===== src/design/bnp_ram.sv =====
// Generic single-port-write, single-read RAM with registered read data.
// No dependencies.
`timescale 1ns / 1ps
module bnp_ram #(
  parameter int Width = 32,
  parameter int Depth = 32
) (
  input  logic                     clk_i,
  input  logic                     we_i,
  input  logic [$clog2(Depth)-1:0] waddr_i,
  input  logic [Width-1:0]         wdata_i,
  input  logic [$clog2(Depth)-1:0] raddr_i,
  output logic [Width-1:0]         rdata_o
);
  logic [Width-1:0] mem_q [Depth];
  always_ff @(posedge clk_i) begin
    if (we_i) mem_q[waddr_i] <= wdata_i;
    rdata_o <= mem_q[raddr_i];
  end
endmodule


===== config.mk =====
export PLATFORM = sky130hd
export DESIGN_NAME = bnp_ram
export DESIGN_NICKNAME = d
export VERILOG_FILES = /design/src/design/bnp_ram.sv
export SDC_FILE = /design/constraint.sdc
export NUM_CORES = 1
export LEC_CHECK = 0
export BUFFER_PORTS_ARGS = -buffer_cell sky130_fd_sc_hd__buf_4
export CAP_MARGIN = 20
export CORE_ASPECT_RATIO = 0.6
export CORE_MARGIN = 2
export CORE_UTILIZATION = 30
export DETAILED_ROUTE_END_ITERATION = 16
export PLACE_DENSITY = 0.51
export SYNTH_ARGS = -nofsm -noshare
export SYNTH_HDL_FRONTEND = slang
export SYNTH_SLANG_ARGS = --single-unit

===== constraint.sdc =====
create_clock -name clk_i -period 3.3 [get_ports clk_i]
set_input_delay 0 -clock clk_i [delete_from_list [all_inputs] [get_ports clk_i]]
set_output_delay 0 -clock clk_i [all_outputs]
set_load 0.005 [all_outputs]

**Word-level counts from Yosys, hierarchy flattened**

Memories as Yosys holds them, arrays and structs flattened. A register that Yosys moved wholly into a read port is not among the register bits.
Cells that the tools add are included.

- Output and inout port bits: 32
- Logic and storage cells: 3
- Bits in writable memories: 1024
- Input bits: 44
- Register bits: 0
- Memories: 1

- Mux-type cells: 2

Memory list:

| memory | depth | width | rd ports | clocked after Yosys merged registers in | write ports | line | source |
|---|---|---|---|---|---|---|---|
| mem_q | 32 | 32 | 1 | 1 | 1 | 15 | `logic [Width-1:0] mem_q [Depth];` |

Operators with widths:

| cell | count |
|---|---|
| $mux 1 | 2 |

**Depth between registers and ports, before layout**

- Depth after elaboration: 2
- Mapped depth: 8
- Gate-level depth less buffers: 5

**Worst setup path before layout**

OpenSTA, ideal clock, no wires.

- Kind: input -> register
- Start: input port waddr_i[1]
- End: memory mem_q[12][0] (enable)
- Buffers on the path: 1
- Required time: 2.879 ns
- Stages on the path: 3
- Setup slack: 0.866 ns
- Library setup time: 0.421 ns
- Arrival time: 2.013 ns
- Path through: or3b_2 clkbuf_1 nor2_1

RTL lines:

| element | line | source |
|---|---|---|
| start, declared | 10 | `input logic [$clog2(Depth)-1:0] waddr_i,` |
| end, declared | 15 |  |

Straight into the memory's write port.

==> impl_metrics.env <==
export IMPL_status="complete, no violations"
export IMPL_numPortBuffers=75
export IMPL_p_int_mw=21.91
export IMPL_cp_max_fo=37
export IMPL_skew_ns=0.01708
export IMPL_required_ns=3.80
export IMPL_die_w_um=478.3
export IMPL_antenna_left=0
export IMPL_dpl_hpwl_um=65720
export IMPL_yosys_area_top_type="edfxtp_1"
export IMPL_dr_max_layer_used="met5"
export IMPL_io_pins=76
export IMPL_ys_warnings_count=0
export IMPL_start_util_pct=30.21
export IMPL_setup_viol=0
export IMPL_power_density_nw_per_um2=592.3
export IMPL_drc=0
export IMPL_antenna_found_initial=4
export IMPL_critPathKind="in -> reg"
export IMPL_postLayoutCellArea_um2=47300
export IMPL_rows=104
export IMPL_syn_nets=2304
export IMPL_final_max_slew_viol_count=0
export IMPL_yosys_top_cells_area="edfxtp_1 (76%), mux2i_1 (13%), a22oi_1 (1.8%)"
export IMPL_clock_latency_ns=0.68
export IMPL_die_area_um2=138000
export IMPL_nets=2468
export IMPL_dpl_cell_area_um2=43730
export IMPL_cp_startpoint="raddr_i[0]"
export IMPL_routed_wl_um=109500
export IMPL_core_area_um2=134000
export IMPL_crit_arrival_ns=2.78
export IMPL_postCtsSetupBuffers=0
export IMPL_worstSetupEndpointType="flip-flop"
export IMPL_via_per_inst=4.934
export IMPL_cap_violations=0
export IMPL_drtPass1Iterations=6
export IMPL_final_util_pct=35.29
export IMPL_grtUsageTotal_pct=15.66
export IMPL_cts_root_buf="clkbuf_16"
export IMPL_r2r_start="mem_q[19][29]$_DFFE_PP_"
export IMPL_dr_wl_met3_um=7463
export IMPL_post_synth_top_area_fraction_pct=75.95
export IMPL_hp_class="in -> reg"
export IMPL_rsz0062_at_grt="false"
export IMPL_power_total_mw=28.02
export IMPL_pwr_share_clk_pct=40.8
export IMPL_post_route_period_util_pct=69.21
export IMPL_avgRoutedWirePerCell_um=25.41
export IMPL_ys_seq_area_share_pct=77.54
export IMPL_syn_inst=2260
export IMPL_numClockSinks=1056
export IMPL_pwr_share_comb_pct=5.7
export IMPL_wl_met1_um=54460
export IMPL_drive_above_1_share_pct=13.94
export IMPL_path_clk_slew_ns=0.07
export IMPL_drt_iter0_drc=2356
export IMPL_holdCritStartpoint="raddr_i[1]"
export IMPL_place_congestion=0.8239
export IMPL_critPathLaunchType="input port"
export IMPL_syn_avg_cell_area_um2=17.91
export IMPL_reg2reg_setup_slack_ns=1.50
export IMPL_relSlewSlack_pct=29.75
export IMPL_ir_drop_mv=0.3657
export IMPL_tightest_slew_ns=1.054
export IMPL_switchingPower_mw=6.106
export IMPL_finalSetupTns_ns=0
export IMPL_area_growth_syn_to_layout_pct=16.84
export IMPL_fill_cells=12596
export IMPL_period_needed_ns=2.284
export IMPL_grt_max_degree=77
export IMPL_grt_pass1_wl_um=156600
export IMPL_seqPwrFrac_pct=53.6
export IMPL_p_sw_share_pct=21.79
export IMPL_cts_tree="built"
export IMPL_syn_area_um2=40490
export IMPL_htreeDepth=3
export IMPL_leakagePower_nw=16.16
export IMPL_numCtsBuffers=94
export IMPL_finalHoldViolCount=0
export IMPL_route_vias_total=21255
export IMPL_clockBufferDepth=3
export IMPL_met2_wirelength_um=45680
export IMPL_fmax_ghz=0.4378
export IMPL_yosys_register_bits=1056
export IMPL_die_height_um=288.6
export IMPL_overflow=0
export IMPL_yosysUniqueCellTypes=25
export IMPL_first_global_vias=21152
export IMPL_post_cts_resized=0
==> placed cells by master, fill, tap and decap left out, drive strengths merged, types with 7 or more instances in the layout <==
cell type and n:
a21oi 96, a22o 64, a22oi 96, a31oi 32, buf 157, bufinv 10, clkbuf 129, clkinv 26
clkinvlp 7, dfxtp 32, dlygate4sd3 38, edfxtp 1024, mux2i 512, nand2 98, nand3 98, nor2 34
nor3 32
==> final cells by class <==
cell class              count  area, µm²  area share [%]
well taps                1802       2255           4.766
diodes                      2      5.005         0.01058
clock buffers             129       2669           5.642
flip-flops and latches   1056      31390           66.36
clock inverters            47      521.8           1.103
repair buffers            195       1854           3.920
multi-input cells        1077       8610           18.20
==> critical path, cell delays in order <==
cell	delay, ns
dlygate4sd3_1	0.58
buf_8	0.39
buf_12	0.32
buf_4	0.22
mux2i_1	0.25
a21oi_1	0.14
a31oi_1	0.56
nand3_1	0.25
==> layer usage <==
layer,vias up,global-route usage (%)
met5,-,0
met3,122,3.341
met4,2,3.517
met1,11138,24.36
met2,687,22.11
li1,9306,-
==> repair_timing <==
item | CTS | global route
hold buffers | 38 | 0
endpoints found under the hold margin | 1030 | 0
setup endpoints to repair | 0 | 0
==> kinds of logic (layout without fill, tap and decap cells) <==
group	count (synthesis)	after routing	synth area share, %
buffers and inverters	127	371	1.860
muxes	512	512	12.66
AOI/OAI and AO/OA	288	288	4.846
other	0	2	0
DFF	1056	1056	77.53
and+or+nand+nor	277	277	3.100
==> cells in the mapped netlist <==
cell and n:
buf_2 26, edfxtp_1 1024, or3b_2 3, and2b_1 1, nand2_1 98, buf_4 33, a31oi_1 32, mux2i_1 512
a22o_1 64, or2_2 1, clkbuf_4 2, or3_1 1, nand3b_1 5, nor2_1 34, nand3_1 98, dfxtp_1 32
nor2b_1 1, buf_6 15, and2_1 1, buf_1 5, nor3_1 32, nand2b_1 2, a21oi_1 96, clkbuf_1 46
a22oi_1 96
==> power by group through the flow <==
stage / clock network [mW] / logic, mW / registers, mW
finish: 11.4 / 1.58 / 15.0
global route: 12.2 / 1.69 / 15.0
CTS: 11.6 / 1.60 / 15.0
detailed placement: 0 / 1.56 / 15.3
global placement: 0 / 1.55 / 15.3
floorplan: 0 / 0.770 / 15.2
==> stage by stage <==
stage	cells	hold slack (ns)	setup WS, ns
final	4308	0.03470	1.016
after global routing	4307	0.06776	0.9033
after CTS	4306	0.0001057	1.079
after detailed placement	4092	0.3888	0.9458
after global placement	4092	0.3898	0.9813
after floorplan	2260	0.09887	0.8659
==> sequential cells by signal, indices dropped and copies added (netlist names) <==
name,cells
mem_q,1024
rdata_o,32
==> final timing paths <==
path	endpoint	depth (start not counted)
setup / recovery	rdata_o[24]$_DFF_P_	8
hold / removal	rdata_o[1]$_DFF_P_	5
setup reg to reg	rdata_o[29]$_DFF_P_	5
hold reg to reg	rdata_o[12]$_DFF_P_	4
(Power assumes the default switching activity.)
