## src/design/bnp_divider.sv

```systemverilog
// Restoring divider of unsigned magnitudes, one quotient bit per cycle.
// Depends on nothing outside itself.
`timescale 1ns / 1ps
module bnp_divider (
  input  logic        clk_i,
  input  logic        rst_ni,
  input  logic        start_i,
  input  logic [63:0] num_i,
  input  logic [63:0] den_i,
  output logic        done_o,
  output logic [63:0] quot_o
);
  logic [63:0] rem_q, rem_d, quo_q, quo_d, den_q;
  logic [6:0]  cnt_q, cnt_d;
  logic        busy_q, busy_d, done_q, done_d;
  logic [64:0] sh;
  always_comb begin
    rem_d = rem_q; quo_d = quo_q; cnt_d = cnt_q; busy_d = busy_q; done_d = 1'b0;
    sh = {rem_q, quo_q[63]};
    if (start_i) begin
      rem_d = '0; quo_d = num_i; cnt_d = 7'd64; busy_d = 1'b1;
    end else if (busy_q) begin
      quo_d = {quo_q[62:0], 1'b0};
      if (sh >= {1'b0, den_q}) begin
        rem_d = 64'(sh - {1'b0, den_q}); quo_d[0] = 1'b1;
      end else rem_d = sh[63:0];
      cnt_d = cnt_q - 7'd1;
      if (cnt_q == 7'd1) begin
        busy_d = 1'b0; done_d = 1'b1;
      end
    end
  end
  always_ff @(posedge clk_i or negedge rst_ni) begin
    if (!rst_ni) begin
      busy_q <= 1'b0; done_q <= 1'b0; cnt_q <= '0;
    end else begin
      busy_q <= busy_d; done_q <= done_d; cnt_q <= cnt_d;
    end
  end
  always_ff @(posedge clk_i) begin
    rem_q <= rem_d; quo_q <= quo_d;
    if (start_i) den_q <= den_i;
  end
  assign done_o = done_q;
  assign quot_o = quo_q;
endmodule

```

## config.mk

```make
export PLATFORM = sky130hd
export DESIGN_NAME = bnp_divider
export DESIGN_NICKNAME = d
export VERILOG_FILES = /design/src/design/bnp_divider.sv
export SDC_FILE = /design/constraint.sdc
export NUM_CORES = 1
export LEC_CHECK = 0
export ABC_AREA = 1
export ABC_CLOCK_PERIOD_IN_PS = 6370
export BUFFER_PORTS_ARGS = -buffer_cell sky130_fd_sc_hd__buf_2
export CAP_MARGIN = 20
export CORE_MARGIN = 4
export CORE_UTILIZATION = 45
export CTS_BUF_LIST = sky130_fd_sc_hd__clkbuf_4
export DETAILED_ROUTE_END_ITERATION = 7
export HOLD_SLACK_MARGIN = 0.15
export PLACE_DENSITY = 0.7
export SETUP_SLACK_MARGIN = 0.2
export SYNTH_ARGS = -nofsm -noshare
export SYNTH_HDL_FRONTEND = slang
export SYNTH_SLANG_ARGS = --single-unit
```

## constraint.sdc

```tcl
create_clock -name clk_i -period 6.37 [get_ports clk_i]
set_clock_uncertainty 0.15 [all_clocks]
set_input_delay 0.637 -clock clk_i [delete_from_list [all_inputs] [get_ports clk_i]]
set_output_delay 0.637 -clock clk_i [all_outputs]
set_load 0.05 [all_outputs]
```

======== Word level (Yosys, flattened, before mapping) ========
Index checks and enable logic that the tools add are counted.
storage, ports and cells
  memories kept ........................... 0
  register bits after elaboration ......... 201
  memory bits (writable) .................. 0
  bits in read-only memories .............. 0
  latch bits .............................. 0
  word-level logic and storage cells ...... 23
cells by class
  multiply operators ...................... 0
  bitwise gates (word level) .............. 0
  mux-type cells .......................... 12
  $add $sub $neg .......................... 2
  reduce and logical (&&, ||, !) cells .... 1
  shift-type cells ........................ 0
  $lt $le $gt $ge ......................... 1
  divide/modulo/power cells ............... 0
  eq/ne operators ......................... 1
operator list
  cell                                                 count
  two-way mux 64 bit                                   3
  greater-or-equal comparator 65 x 64 -> 1 bit         1
  subtractor 64 bit                                    1
  two-way mux 7 bit                                    2
  equality test 7 x 1 -> 1 bit, second input constant  1
  two-way mux 1 bit                                    7
  subtractor 7 x 1 -> 7 bit, second input constant     1
  nonzero test 2 bit                                   1

======== Depth between registers and ports, before layout ========
Gate-level depths: netlist of the first run.
  depth in word-level cells ............... 4
  gate-level depth with buffers ........... 19

======== Worst setup path before layout of the first run ========
Ideal clock, no wire load.
  path kind ............................... input to register
  start ................................... in start_i
  end ..................................... reg quo_q[0] (netlist: quot_o[0]) (enable)
  data required time ...................... 5.766 ns
  path slack .............................. 3.059 ns
  buffers on the path ..................... 1
  library setup time ...................... 0.454 ns
  data arrival time ....................... 2.706 ns
  cell stages on the path ................. 3
  cell sequence ........................... nor2_1 inv_1 clkbuf_1
on the way
  word-level cells in the longest chain between the ends .. 1
ends and longest elaborated chain
  item                          line  RTL
  from (decl)                   7     input logic start_i,
  nonzero test 2 bit (no line)  -
  to (signal assigned)          41    rem_q <= rem_d; quo_q <= quo_d;
  to (decl)                     13    logic [63:0] rem_q, rem_d, quo_q, quo_d, den_q;
Every way passes these cells.
A chain may end at the register's enable or synchronous reset.

======== Final worst setup path of the first run ========
  start ................................... reg den_q[40]
  end ..................................... reg rem_q[46]
on the way
  word-level cells in the longest chain between the ends .. 2
ends and longest elaborated chain
  item                                                                               line    RTL
  from (decl)                                                                        13
  from (signal assigned)                                                             42      if (start_i) den_q <= den_i;
  subtractor 64 bit or greater-or-equal comparator 65 x 64 -> 1 bit (tied branches)  25, 24
  two-way mux 64 bit *                                                               24      if (sh >= {1'b0, den_q}) begin
  to (signal assigned)                                                               41
  to (decl)                                                                          13
Every way passes the cells marked *; elsewhere a longest branch is shown, timed or not.

==> flow_metrics.py, run 1 <==
metrics = {
    "floorplanning": {
        "dieArea_um2": 34800,
        "initial_core_util_pct": 45.6,
        "die_y_um": 187,
        "die_x_um": 187,
        "core_um2": 31500,
        "rows": 65,
        "ioPinCount": 196,
    },
    "finish": {
        "area_delta_synth_final_pct": 23.0,
        "multi_input_area_um2": 7010,
        "seq_area_um2": 5350,
        "nets": 2722,
        "fill_cells": 3084,
        "drive_gt1_share_pct": 13.0,
    },
    "critical_path": {
        "critPathSlowestCell": "buf_4",
        "crit_type": "flip-flop to flip-flop",
        "slowest_delay_ns": 0.60,
        "required_ns": 6.88,
        "r2r_end": "rem_q[46]",
        "cp_max_fo": 66,
        "timing.rr.start": "den_q[40]",
        "rrSetupSlack_ns": 2.72,
        "worst_setup_path_start_kind": "flip-flop",
        "path_common_cell": "nand2_1",
        "cp_data_arrival_time_ns": 4.16,
        "path_cells": "inv_1 -> ha_1 -> nand2_1 -> nand2_1 -> a21oi_2 -> nand2_1 -> nand2_1 -> nand2_1 -> nand2_1 -> nand2_1 -> nor2_4 -> buf_4 -> nand2_4 -> nand2_1 -> nand3_1 -> nand2_1",
        "cp-end-kind": "flip-flop",
        "reg2regPathDepth": 16,
    },
    "sta": {
        "worst_pin_slew_ns": 0.791,
        "hold_viol": 0,
        "rsz0062_at_grt": "false",
        "setup_viol": 0,
        "fin_crit_ns": 3.65,
        "fin_crit_sh_pct": 57.3,
        "max_freq_ghz": 0.274,
        "relSlewSlack_pct": 47.3,
        "slew_viol_final": 0,
        "whs_ns": 0.292,
        "fin_ws_ns": 2.72,
        "tns_ns": 0,
    },
    "detailed_routing": {
        "drt_wl_total_um": 46300,
        "wl_per_cell_um": 15.6,
        "drc": 0,
        "via_per_inst": 4.89,
        "drtIter0Drc": 1056,
        "wl_met1_um": 20000,
        "dr.pass1.iters": 6,
        "top_layer_used": "met4",
        "wl_met3_um": 3170,
        "ant_nets": 0,
        "vias": 14548,
        "route.met2.wl_um": 21400,
    },
    "clock_network": {
        "cts_resized": 0,
        "clk_latency_ns": 0.77,
        "cts_buffers": 54,
        "h-tree-depth": 2,
        "path_clk_slew_ns": 0.07,
        "cts_buffer_depth": 3,
        "cts_tree": "yes",
        "root_buffer": "clkbuf_4",
        "clock-sinks": 201,
    },
    "synthesis": {
        "syn-mean-instance-area_um2": 6.57,
        "ys_warn_count": 0,
        "yosysSeqAreaShare_pct": 37.3,
        "async_reset_ff_share_pct": 4.48,
        "synth.distinct_cells": 39,
        "yosys_most_used_dff": "edfxtp_1",
        "synth_cells": 2183,
        "syn_nets": 2381,
        "synth_edf_count": 128,
        "ys_seq_elements": 201,
        "syn_area_um2": 14300,
    },
    "global_routing": {
        "antenna_found_initial": 1,
        "overflow": 0,
        "gr-usage-all-layers_pct": 26.1,
        "grt_first_pass_wirelength_um": 73600,
        "grt_pass1_vias": 14330,
        "grt_max_degree": 67,
    },
    "power_and_ir_drop": {
        "leakage_nw": 9.78,
        "power_density_nw_per_um2": 192,
        "ir_drop_mv": 0.200,
    },
    "placement": {
        "port_buffers": 195,
        "gp_congestion": 1.04,
        "pre_cts_slack_ns": 2.79,
        "dp.final_hpwl_um": 34500,
    },
    "worst_hold_path": {
        "min_path_cells": 1,
        "hold_start": "start_i",
        "worstHoldEndpoint": "den_q[0]",
        "hold_path.class": "input port to flip-flop",
    },
    "run_status": {
        "status": "finished clean",
    },
    "flow_run": {
        "maxCapViolations": 0,
    },
}
-- repair_timing --
item	4_1_cts	5_1_grt
hold buffers	130	0
buffers inserted	0	0
endpoints found under the hold margin	137	0
-- worst max-delay path by stage --
stage	cells past startpoint	end	from
after floorplan	3	quot_o[0]	start_i
after global placement	16	rem_q[46]	den_q[43]
after detailed placement	16	rem_q[46]	den_q[38]
after CTS	16	rem_q[46]	den_q[38]
after global routing	16	rem_q[46]	den_q[40]
final	16	rem_q[46]	den_q[40]
-- cells in the final DEF (no fill, tap or decap), types with 2 or more instances in the layout --
cell           netlist  layout
nand2_1            908     908
inv_1              443     442
buf_2                8     194
nand3_1            152     152
dlygate4sd3_1        0     130
edfxtp_1           128     128
nor2_1             107     105
clkbuf_4             0      84
ha_1                66      66
dfxtp_1             64      64
a21oi_1             55      55
o21ai_0             38      38
nand3b_1            35      35
xnor2_1             29      29
nand4_1             18      18
nor2_2              11      12
clkinv_1             1      12
nor3_1              12      12
inv_2                8       9
nand2_2              9       9
dfrtp_1              9       9
o21bai_1             8       8
o21ai_1              8       8
buf_4                4       8
nor2_4               5       6
clkinv_2             0       4
and2_1               4       4
a21o_1               3       3
diode_2              0       2
nor4_1               2       2
xor2_1               2       2
-- cell families (layout without fill, tap and decap cells) --
| logic type | count (synthesis) | count (layout) | synth area share, % |
|---|---|---|---|
| AO/OA/AOI/OAI | 117 | 117 | 4.38 |
| XOR/XNOR | 31 | 31 | 1.89 |
| adder cells (fa/ha/maj) | 67 | 67 | 5.90 |
| buffers and inverters | 500 | 886 | 13.8 |
| flip-flops | 201 | 201 | 37.3 |
| other | 0 | 2 | 0 |
| AND/OR/NAND/NOR | 1267 | 1267 | 36.7 |
-- stage by stage --
step | cell area [um^2] | power, mW | util (%) | cells
2_1_floorplan | 14300 | 1.98 | - | 2183
3_3_place_gp | 15600 | 2.15 | 49.6 | 2739
3_5_place_dp | 15600 | 2.16 | 49.6 | 2740
4_1_cts | 17600 | 3.42 | 56.0 | 2971
5_1_grt | 17600 | 3.57 | 56.0 | 2973
6_report | 17600 | 3.39 | 56.0 | 2973
-- cell type report --
cell class / instances / area share [%]
multi-input cells: 1482 / 39.8
well taps: 402 / 2.85
inverters: 452 / 9.63
repair buffers: 333 / 13.3
clock buffers: 84 / 3.58
flip-flops and latches: 201 / 30.3
clock inverters: 17 / 0.454
diodes: 2 / 0.0284
-- where the power goes --
group	leakage, nW	internal (mW)	switching, mW	total (mW)
logic	7.40	0.221	0.446	0.667
clock network	0.430	0.606	0.576	1.18
registers	1.95	1.49	0.0500	1.54
total	9.78	2.31	1.07	3.39
-- state kept, by name (all words and copies together) (netlist names) --
signal / flops
busy_q: 1
done_o: 1
den_q: 64
cnt_q: 7
rem_q: 64
quot_o: 64
-- critical path, delay by kind of cell, from the launching register on --
family / cells / cell delay [ns]
flip-flops: 1 / 0.40
AND/OR/NAND/NOR: 12 / 1.72
buffers and inverters: 2 / 0.69
adder cells (fa/ha/maj): 1 / 0.28
AO/OA/AOI/OAI: 1 / 0.23
-- synth_stat cells (9+ instances only) --
library cell  number  share of area [%]
nand2_1          908                 24
inv_1            443                 12
nand3_1          152                5.3
edfxtp_1         128                 27
nor2_1           107                2.8
ha_1              66                5.8
dfxtp_1           64                8.9
a21oi_1           55                1.9
o21ai_0           38                1.3
nand3b_1          35                1.8
xnor2_1           29                1.8
clkbuf_1          25               0.65
nand4_1           18               0.79
nor3_1            12               0.42
buf_6             11               0.86
nor2_2            11               0.48
dfrtp_1            9                1.6
nand2_2            9               0.39
-- per-layer routing --
layer  global-route usage [%]  vias to the layer above
met5                        0                        -
met4                     9.87                        0
met3                     5.91                       90
met2                     44.0                      483
met1                     32.9                     6580
li1                         -                     7395
(Power assumes the default switching activity.)
==> run 2: changes to the inputs <==
--- a/config.mk
+++ b/config.mk
@@ -6,7 +6,7 @@
 export NUM_CORES = 1
 export LEC_CHECK = 0
 export ABC_AREA = 1
-export ABC_CLOCK_PERIOD_IN_PS = 6370
+export ABC_CLOCK_PERIOD_IN_PS = 3100
 export BUFFER_PORTS_ARGS = -buffer_cell sky130_fd_sc_hd__buf_2
 export CAP_MARGIN = 20
 export CORE_MARGIN = 4
@@ -14,7 +14,7 @@
 export CTS_BUF_LIST = sky130_fd_sc_hd__clkbuf_4
 export DETAILED_ROUTE_END_ITERATION = 7
 export HOLD_SLACK_MARGIN = 0.15
-export PLACE_DENSITY = 0.7
+export PLACE_DENSITY = 0.72
 export SETUP_SLACK_MARGIN = 0.2
 export SYNTH_ARGS = -nofsm -noshare
 export SYNTH_HDL_FRONTEND = slang
==> constraint.sdc (replaced) <==
create_clock -name clk_i -period 3.1 [get_ports clk_i]
set_clock_uncertainty 0.15 [all_clocks]
set_input_delay 0.31 -clock clk_i [delete_from_list [all_inputs] [get_ports clk_i]]
set_output_delay 0.31 -clock clk_i [all_outputs]
set_load 0.05 [all_outputs]
==> flow_metrics.py, run 2 (same netlist as run 1, synthesis figures left out) <==
metrics = {
    "sta": {
        "slew_viol_final": 0,
        "tns_ns": 0,
        "fin_crit_ns": 2.76,
        "rsz0062_at_grt": "true",
        "hold_viol": 0,
        "relSlewSlack_pct": 40.4,
        "worst_pin_slew_ns": 0.894,
        "setup_viol": 0,
        "fin_crit_sh_pct": 89.0,
        "max_freq_ghz": 0.362,
    },
    "placement": {
        "dp.final_hpwl_um": 36400,
        "gp_congestion": 1.01,
        "port_buffers": 195,
        "dpl_cell_area_um2": 15800,
    },
    "floorplanning": {
        "die_x_um": 187,
        "die_y_um": 187,
        "core_um2": 31500,
        "ioPinCount": 196,
        "dieArea_um2": 34800,
        "rows": 65,
        "initial_core_util_pct": 45.6,
    },
    "clock_network": {
        "root_buffer": "clkbuf_4",
        "clk_latency_ns": 0.78,
        "h-tree-depth": 2,
        "cts_buffer_depth": 3,
        "clock-sinks": 201,
        "path_clk_slew_ns": 0.08,
        "cts_tree": "yes",
        "cts_buffers": 54,
    },
    "finish": {
        "fill_cells": 2865,
        "area_delta_synth_final_pct": 33.5,
        "nets": 2859,
        "drive_gt1_share_pct": 14.0,
        "fin_area_um2": 19100,
        "utilization_pct": 60.8,
        "final_common_cell": "nand2_1",
        "final_cell_mix": "nand2_1 (900), inv_1 (442), dlygate4sd3_1 (245)",
    },
    "detailed_routing": {
        "dr.pass1.iters": 6,
        "drt_wl_total_um": 51800,
        "wl_per_cell_um": 16.6,
        "drtIter0Drc": 1072,
        "vias": 15443,
        "via_per_inst": 4.97,
        "drc": 0,
        "ant_nets": 0,
    },
    "global_routing": {
        "overflow": 0,
        "grt_max_degree": 80,
        "grt_first_pass_wirelength_um": 81900,
        "grt_pass1_vias": 15522,
        "antenna_found_initial": 1,
        "gr-usage-all-layers_pct": 29.2,
    },
    "critical_path": {
        "required_ns": 3.56,
        "crit_type": "flip-flop to flip-flop",
        "critPathSlowestCell": "edfxtp_1",
        "worst_setup_path_start_kind": "flip-flop",
        "r2r_end": "rem_q[11]",
        "rrSetupSlack_ns": 0.34,
        "timing.rr.start": "den_q[27]",
        "path_cells": "inv_1 -> ha_1 -> nand2_1 -> nor2_2 -> nand2_2 -> nor2_2 -> nand2_2 -> o21bai_2 -> nor2_4 -> buf_12 -> nand2_8 -> buf_12 -> nand2_1 -> nand3_1 -> o21ai_0",
        "cp-end-kind": "flip-flop",
        "slowest_delay_ns": 0.34,
        "cp_data_arrival_time_ns": 3.22,
        "reg2regPathDepth": 15,
        "cp-startpoint": "den_q[27]",
        "cp_max_fo": 24,
    },
    "power_and_ir_drop": {
        "leakage_nw": 10.4,
        "ir_drop_mv": 0.380,
        "power_density_nw_per_um2": 373,
    },
    "worst_hold_path": {
        "hold_start": "num_i[10]",
        "worstHoldEndpoint": "quot_o[10]",
        "hold_path.class": "input port to flip-flop",
        "min_path_cells": 4,
    },
    "flow_run": {
        "maxCapViolations": 0,
    },
    "run_status": {
        "status": "finished clean",
    },
}
==> run 2: cell count changes in the layout (fill, tap and decap cells not counted), sizes merged <==
cell         before  now
dlygate4sd3     130  245
buf             203  224
clkinv           17   20
clkbuf           84   82
diode             2    1
==> run 2: timing repair <==
action                     4_1_cts  5_1_grt
hold endpoints to repair       178        0
gates cloned                     0        1
pin swaps                        0        7
hold buffers                   245        0
resized for setup                1       35
buffers inserted                 0        6
setup endpoints to repair       36       64
==> run 2: cell type report <==
cell class              instances  area (um^2)  share of cell area, %
multi-input cells            1482         7130                   37.2
flip-flops and latches        201         5350                   28.0
repair buffers                470         3760                   19.6
inverters                     452         1700                   8.87
clock buffers                  81          608                   3.18
well taps                     402          503                   2.63
clock inverters                20         92.6                  0.484
diodes                          1         2.50                 0.0131
==> run 2: how the worst max path moves through the flow <==
stage                     depth (start not counted)         to
after global routing                             15   rem_q[5]
after CTS                                        15  rem_q[11]
after global placement                           17  rem_q[62]
after detailed placement                         15  rem_q[15]
after floorplan                                  17  rem_q[34]
final                                            15  rem_q[11]
==> run 2: routing by layer <==
layer / global-route usage, % / routed length [um] / part of all wire (%)
met2: 49.7 / 24300 / 47
met3: 5.16 / 3720 / 7.2
met4: 10.2 / 1660 / 3.2
met5: 0 / 0 / 0
met1: 37.6 / 22100 / 43
==> run 2: stage by stage <==
stage,instances,hold WS [ns],power (mW),setup WS (ns)
2_1_floorplan,2183,-0.136,4.06,0.481
3_3_place_gp,2755,0.0221,4.43,0.220
5_1_grt,3109,0.159,7.50,0.178
4_1_cts,3101,0.151,7.12,0.260
6_report,3109,0.225,7.13,0.340
3_5_place_dp,2755,0.0318,4.44,0.160
==> run 2: worst max-delay path, delay by kind of cell (launching register included) <==
kind / cells / cell delay [ns]
and+or+nand+nor: 9 / 1.08
buffers and inverters: 3 / 0.38
DFF: 1 / 0.34
adders and majority gates: 1 / 0.34
AOI/OAI and AO/OA: 2 / 0.29
==> run 2: power by group <==
group | switching [mW] | total [mW] | internal [mW]
Combinational | 0.970 | 1.53 | 0.562
Sequential | 0.115 | 3.17 | 3.06
Clock | 1.22 | 2.43 | 1.21
==> run 3: changes to the inputs <==
--- a/config.mk
+++ b/config.mk
@@ -5,7 +5,6 @@
 export SDC_FILE = /design/constraint.sdc
 export NUM_CORES = 1
 export LEC_CHECK = 0
-export ABC_AREA = 1
 export ABC_CLOCK_PERIOD_IN_PS = 3100
 export BUFFER_PORTS_ARGS = -buffer_cell sky130_fd_sc_hd__buf_2
 export CAP_MARGIN = 20
@@ -14,7 +13,7 @@
 export CTS_BUF_LIST = sky130_fd_sc_hd__clkbuf_4
 export DETAILED_ROUTE_END_ITERATION = 7
 export HOLD_SLACK_MARGIN = 0.15
-export PLACE_DENSITY = 0.72
+export PLACE_DENSITY = 0.74
 export SETUP_SLACK_MARGIN = 0.2
 export SYNTH_ARGS = -nofsm -noshare
 export SYNTH_HDL_FRONTEND = slang
==> flow_metrics.py, run 3 <==
metrics = {
    "run_status": {
        "status": "finished with violations",
        "violations": "negative setup slack",
    },
    "flow_run": {
        "maxCapViolations": 0,
    },
    "finish": {
        "final_common_cell": "buf_2",
        "area_delta_synth_final_pct": 44.6,
        "drive_gt1_share_pct": 36.0,
        "final_cell_mix": "buf_2 (194), dlygate4sd3_1 (151), edfxtp_1 (128)",
        "nets": 1863,
    },
    "synthesis": {
        "synth_top_family_by_area": "compound AO/OA/AOI/OAI gates",
        "synth-xor-area-share_pct": 4.88,
        "syn_nets": 1404,
        "ys_warn_count": 0,
        "yosys_most_used_dff": "edfxtp_1",
        "ys_seq_elements": 201,
        "yosysSeqAreaShare_pct": 45.2,
        "syn-mean-instance-area_um2": 9.81,
        "synth_edf_count": 128,
        "yosysTopAreaCell": "edfxtp_1",
        "synth.distinct_cells": 70,
        "yosysMostFrequentCell": "edfxtp_1",
        "synth-simple-area-share_pct": 12.0,
        "async_reset_ff_share_pct": 4.48,
        "syn_area_um2": 11800,
        "synth_common_cells": "edfxtp_1 (128), a21oi_1 (105), nand2_1 (105), nor2_1 (96), inv_1 (88)",
        "synth_area_leaders": "edfxtp_1 (32%), dfxtp_1 (11%), ha_1 (7.0%)",
        "synth_compound_area_share_pct": 19.5,
        "muxShareOfSynthArea_pct": 6.25,
        "synth_top_area_share_pct": 32.5,
        "synth_adder_area_share_pct": 7.15,
        "synth_cells": 1206,
    },
    "global_routing": {
        "grt_first_pass_wirelength_um": 56300,
        "gr-usage-all-layers_pct": 23.6,
        "antenna_found_initial": 1,
        "grt_max_degree": 70,
        "grt_pass1_vias": 11410,
        "overflow": 0,
    },
    "sta": {
        "fin_crit_sh_pct": 101,
        "tns_ns": -0.0298,
        "max_freq_ghz": 0.321,
        "rsz0062_at_grt": "true",
        "relSlewSlack_pct": 33.7,
        "whs_ns": 0.192,
        "slew_viol_final": 0,
        "fin_crit_ns": 3.12,
        "fin_ws_ns": -0.0187,
        "hold_viol": 0,
        "setup_viol": 4,
        "worst_pin_slew_ns": 0.992,
    },
    "clock_network": {
        "cts_buffer_depth": 3,
        "clk_latency_ns": 0.69,
        "cts_buffers": 55,
        "root_buffer": "clkbuf_4",
        "path_clk_slew_ns": 0.08,
        "clock-sinks": 201,
        "cts_tree": "yes",
        "h-tree-depth": 2,
    },
    "placement": {
        "pre_cts_slack_ns": -0.107,
        "port_buffers": 195,
        "gp_congestion": 0.912,
        "dp.final_hpwl_um": 22900,
    },
    "detailed_routing": {
        "via_per_inst": 5.47,
        "drc": 0,
        "wl_per_cell_um": 17.8,
        "drt_wl_total_um": 36400,
        "ant_nets": 0,
        "vias": 11200,
        "dr.pass1.iters": 7,
        "drtIter0Drc": 766,
    },
    "critical_path": {
        "cp_max_fo": 6,
        "cp_data_arrival_time_ns": 3.51,
        "required_ns": 3.49,
        "worst_setup_path_start_kind": "flip-flop",
        "cp-end-kind": "flip-flop",
        "crit_type": "flip-flop to flip-flop",
    },
    "power_and_ir_drop": {
        "leakage_nw": 7.43,
        "ir_drop_mv": 0.462,
        "power_density_nw_per_um2": 875,
    },
    "floorplanning": {
        "core_um2": 26000,
        "ioPinCount": 196,
        "initial_core_util_pct": 45.5,
        "die_y_um": 170,
        "rows": 59,
        "die_x_um": 170,
        "dieArea_um2": 29000,
    },
    "worst_hold_path": {
        "hold_path.class": "input port to flip-flop",
    },
}
-- run 3: timing repair --
action,CTS,global route
endpoints found under the hold margin,204,0
setup buffers,8,7
setup endpoints to repair,65,65
cloned,1,4
resized for setup,57,114
pin swaps,50,38
hold buffers,151,0
-- run 3: worst max-delay path: stages, from the launching register on --
cell,delay [ns]
edfxtp_1,0.34
inv_2,0.05
ha_4,0.29
nand2_4,0.06
or4_4,0.54
a211o_1,0.30
a31oi_4,0.20
o211ai_1,0.14
nand3_2,0.14
a21oi_4,0.10
buf_12,0.14
buf_16,0.13
buf_6,0.12
mux2i_1,0.18
o21ai_1,0.08
-- run 3: worst paths after layout --
kind	startpoint	end	slack (ns)	cells past startpoint
worst max register to register	den_q[10]	rem_q[16]	-0.02	14
worst max-delay path	den_q[10]	rem_q[16]	-0.02	14
worst min-delay path	den_i[40]	den_q[40]	0.19	2
min in group asynchronous	rst_ni	cnt_q[4]	0.46	3
worst min register to register	rem_q[1]	rem_q[1]	0.32	2
max in group asynchronous	rst_ni	busy_q	2.01	3
-- run 3: cells by family (layout without fill, tap and decap cells) --
| logic type | count (synthesis) | in the layout |
|---|---|---|
| AO/OA/AOI/OAI | 346 | 346 |
| multiplexers | 66 | 66 |
| flip-flops | 201 | 201 |
| XOR/XNOR | 66 | 66 |
| buffers and inverters | 151 | 655 |
| AND/OR/NAND/NOR | 309 | 309 |
| adder cells (fa/ha/maj) | 67 | 67 |
| other | 0 | 2 |
-- run 3: routing by layer --
| metal | vias up | track usage (%) | share of wire [%] |
|---|---|---|---|
| met3 | 92 | 5.78 | 6.9 |
| met4 | 0 | 8.68 | 2.9 |
| met2 | 445 | 39.8 | 49 |
| met5 | - | 0 | 0 |
| met1 | 5306 | 29.6 | 41 |
| li1 | 5357 | - | - |
-- run 3: power breakdown --
| part | internal [mW] | total [mW] | switching [mW] |
|---|---|---|---|
| logic | 3.81 | 8.45 | 4.64 |
| registers | 3.49 | 4.01 | 0.525 |
| clock network | 1.28 | 2.51 | 1.23 |
| total | 8.58 | 15.0 | 6.40 |
-- run 3: area by class of cell --
class,count,area (um^2)
diodes,2,5.00
clock buffers,79,593
clock inverters,23,139
fillers,1981,8870
inverters,88,330
multi-input cells,854,6640
flip-flops and latches,201,5350
well taps,335,419
repair buffers,465,3630
-- run 3: per-stage QoR --
| step | util, % | cell area, um^2 | cells | power [mW] |
|---|---|---|---|---|
| final | 65.8 | 17100 | 2047 | 15.0 |
| after detailed placement | 53.4 | 13900 | 1772 | 10.8 |
| after floorplan | - | 11900 | 1206 | 8.61 |
| after global placement | 53.4 | 13900 | 1772 | 10.6 |
| after global routing | 65.8 | 17100 | 2046 | 15.9 |
| after CTS | 63.5 | 16500 | 2034 | 14.0 |
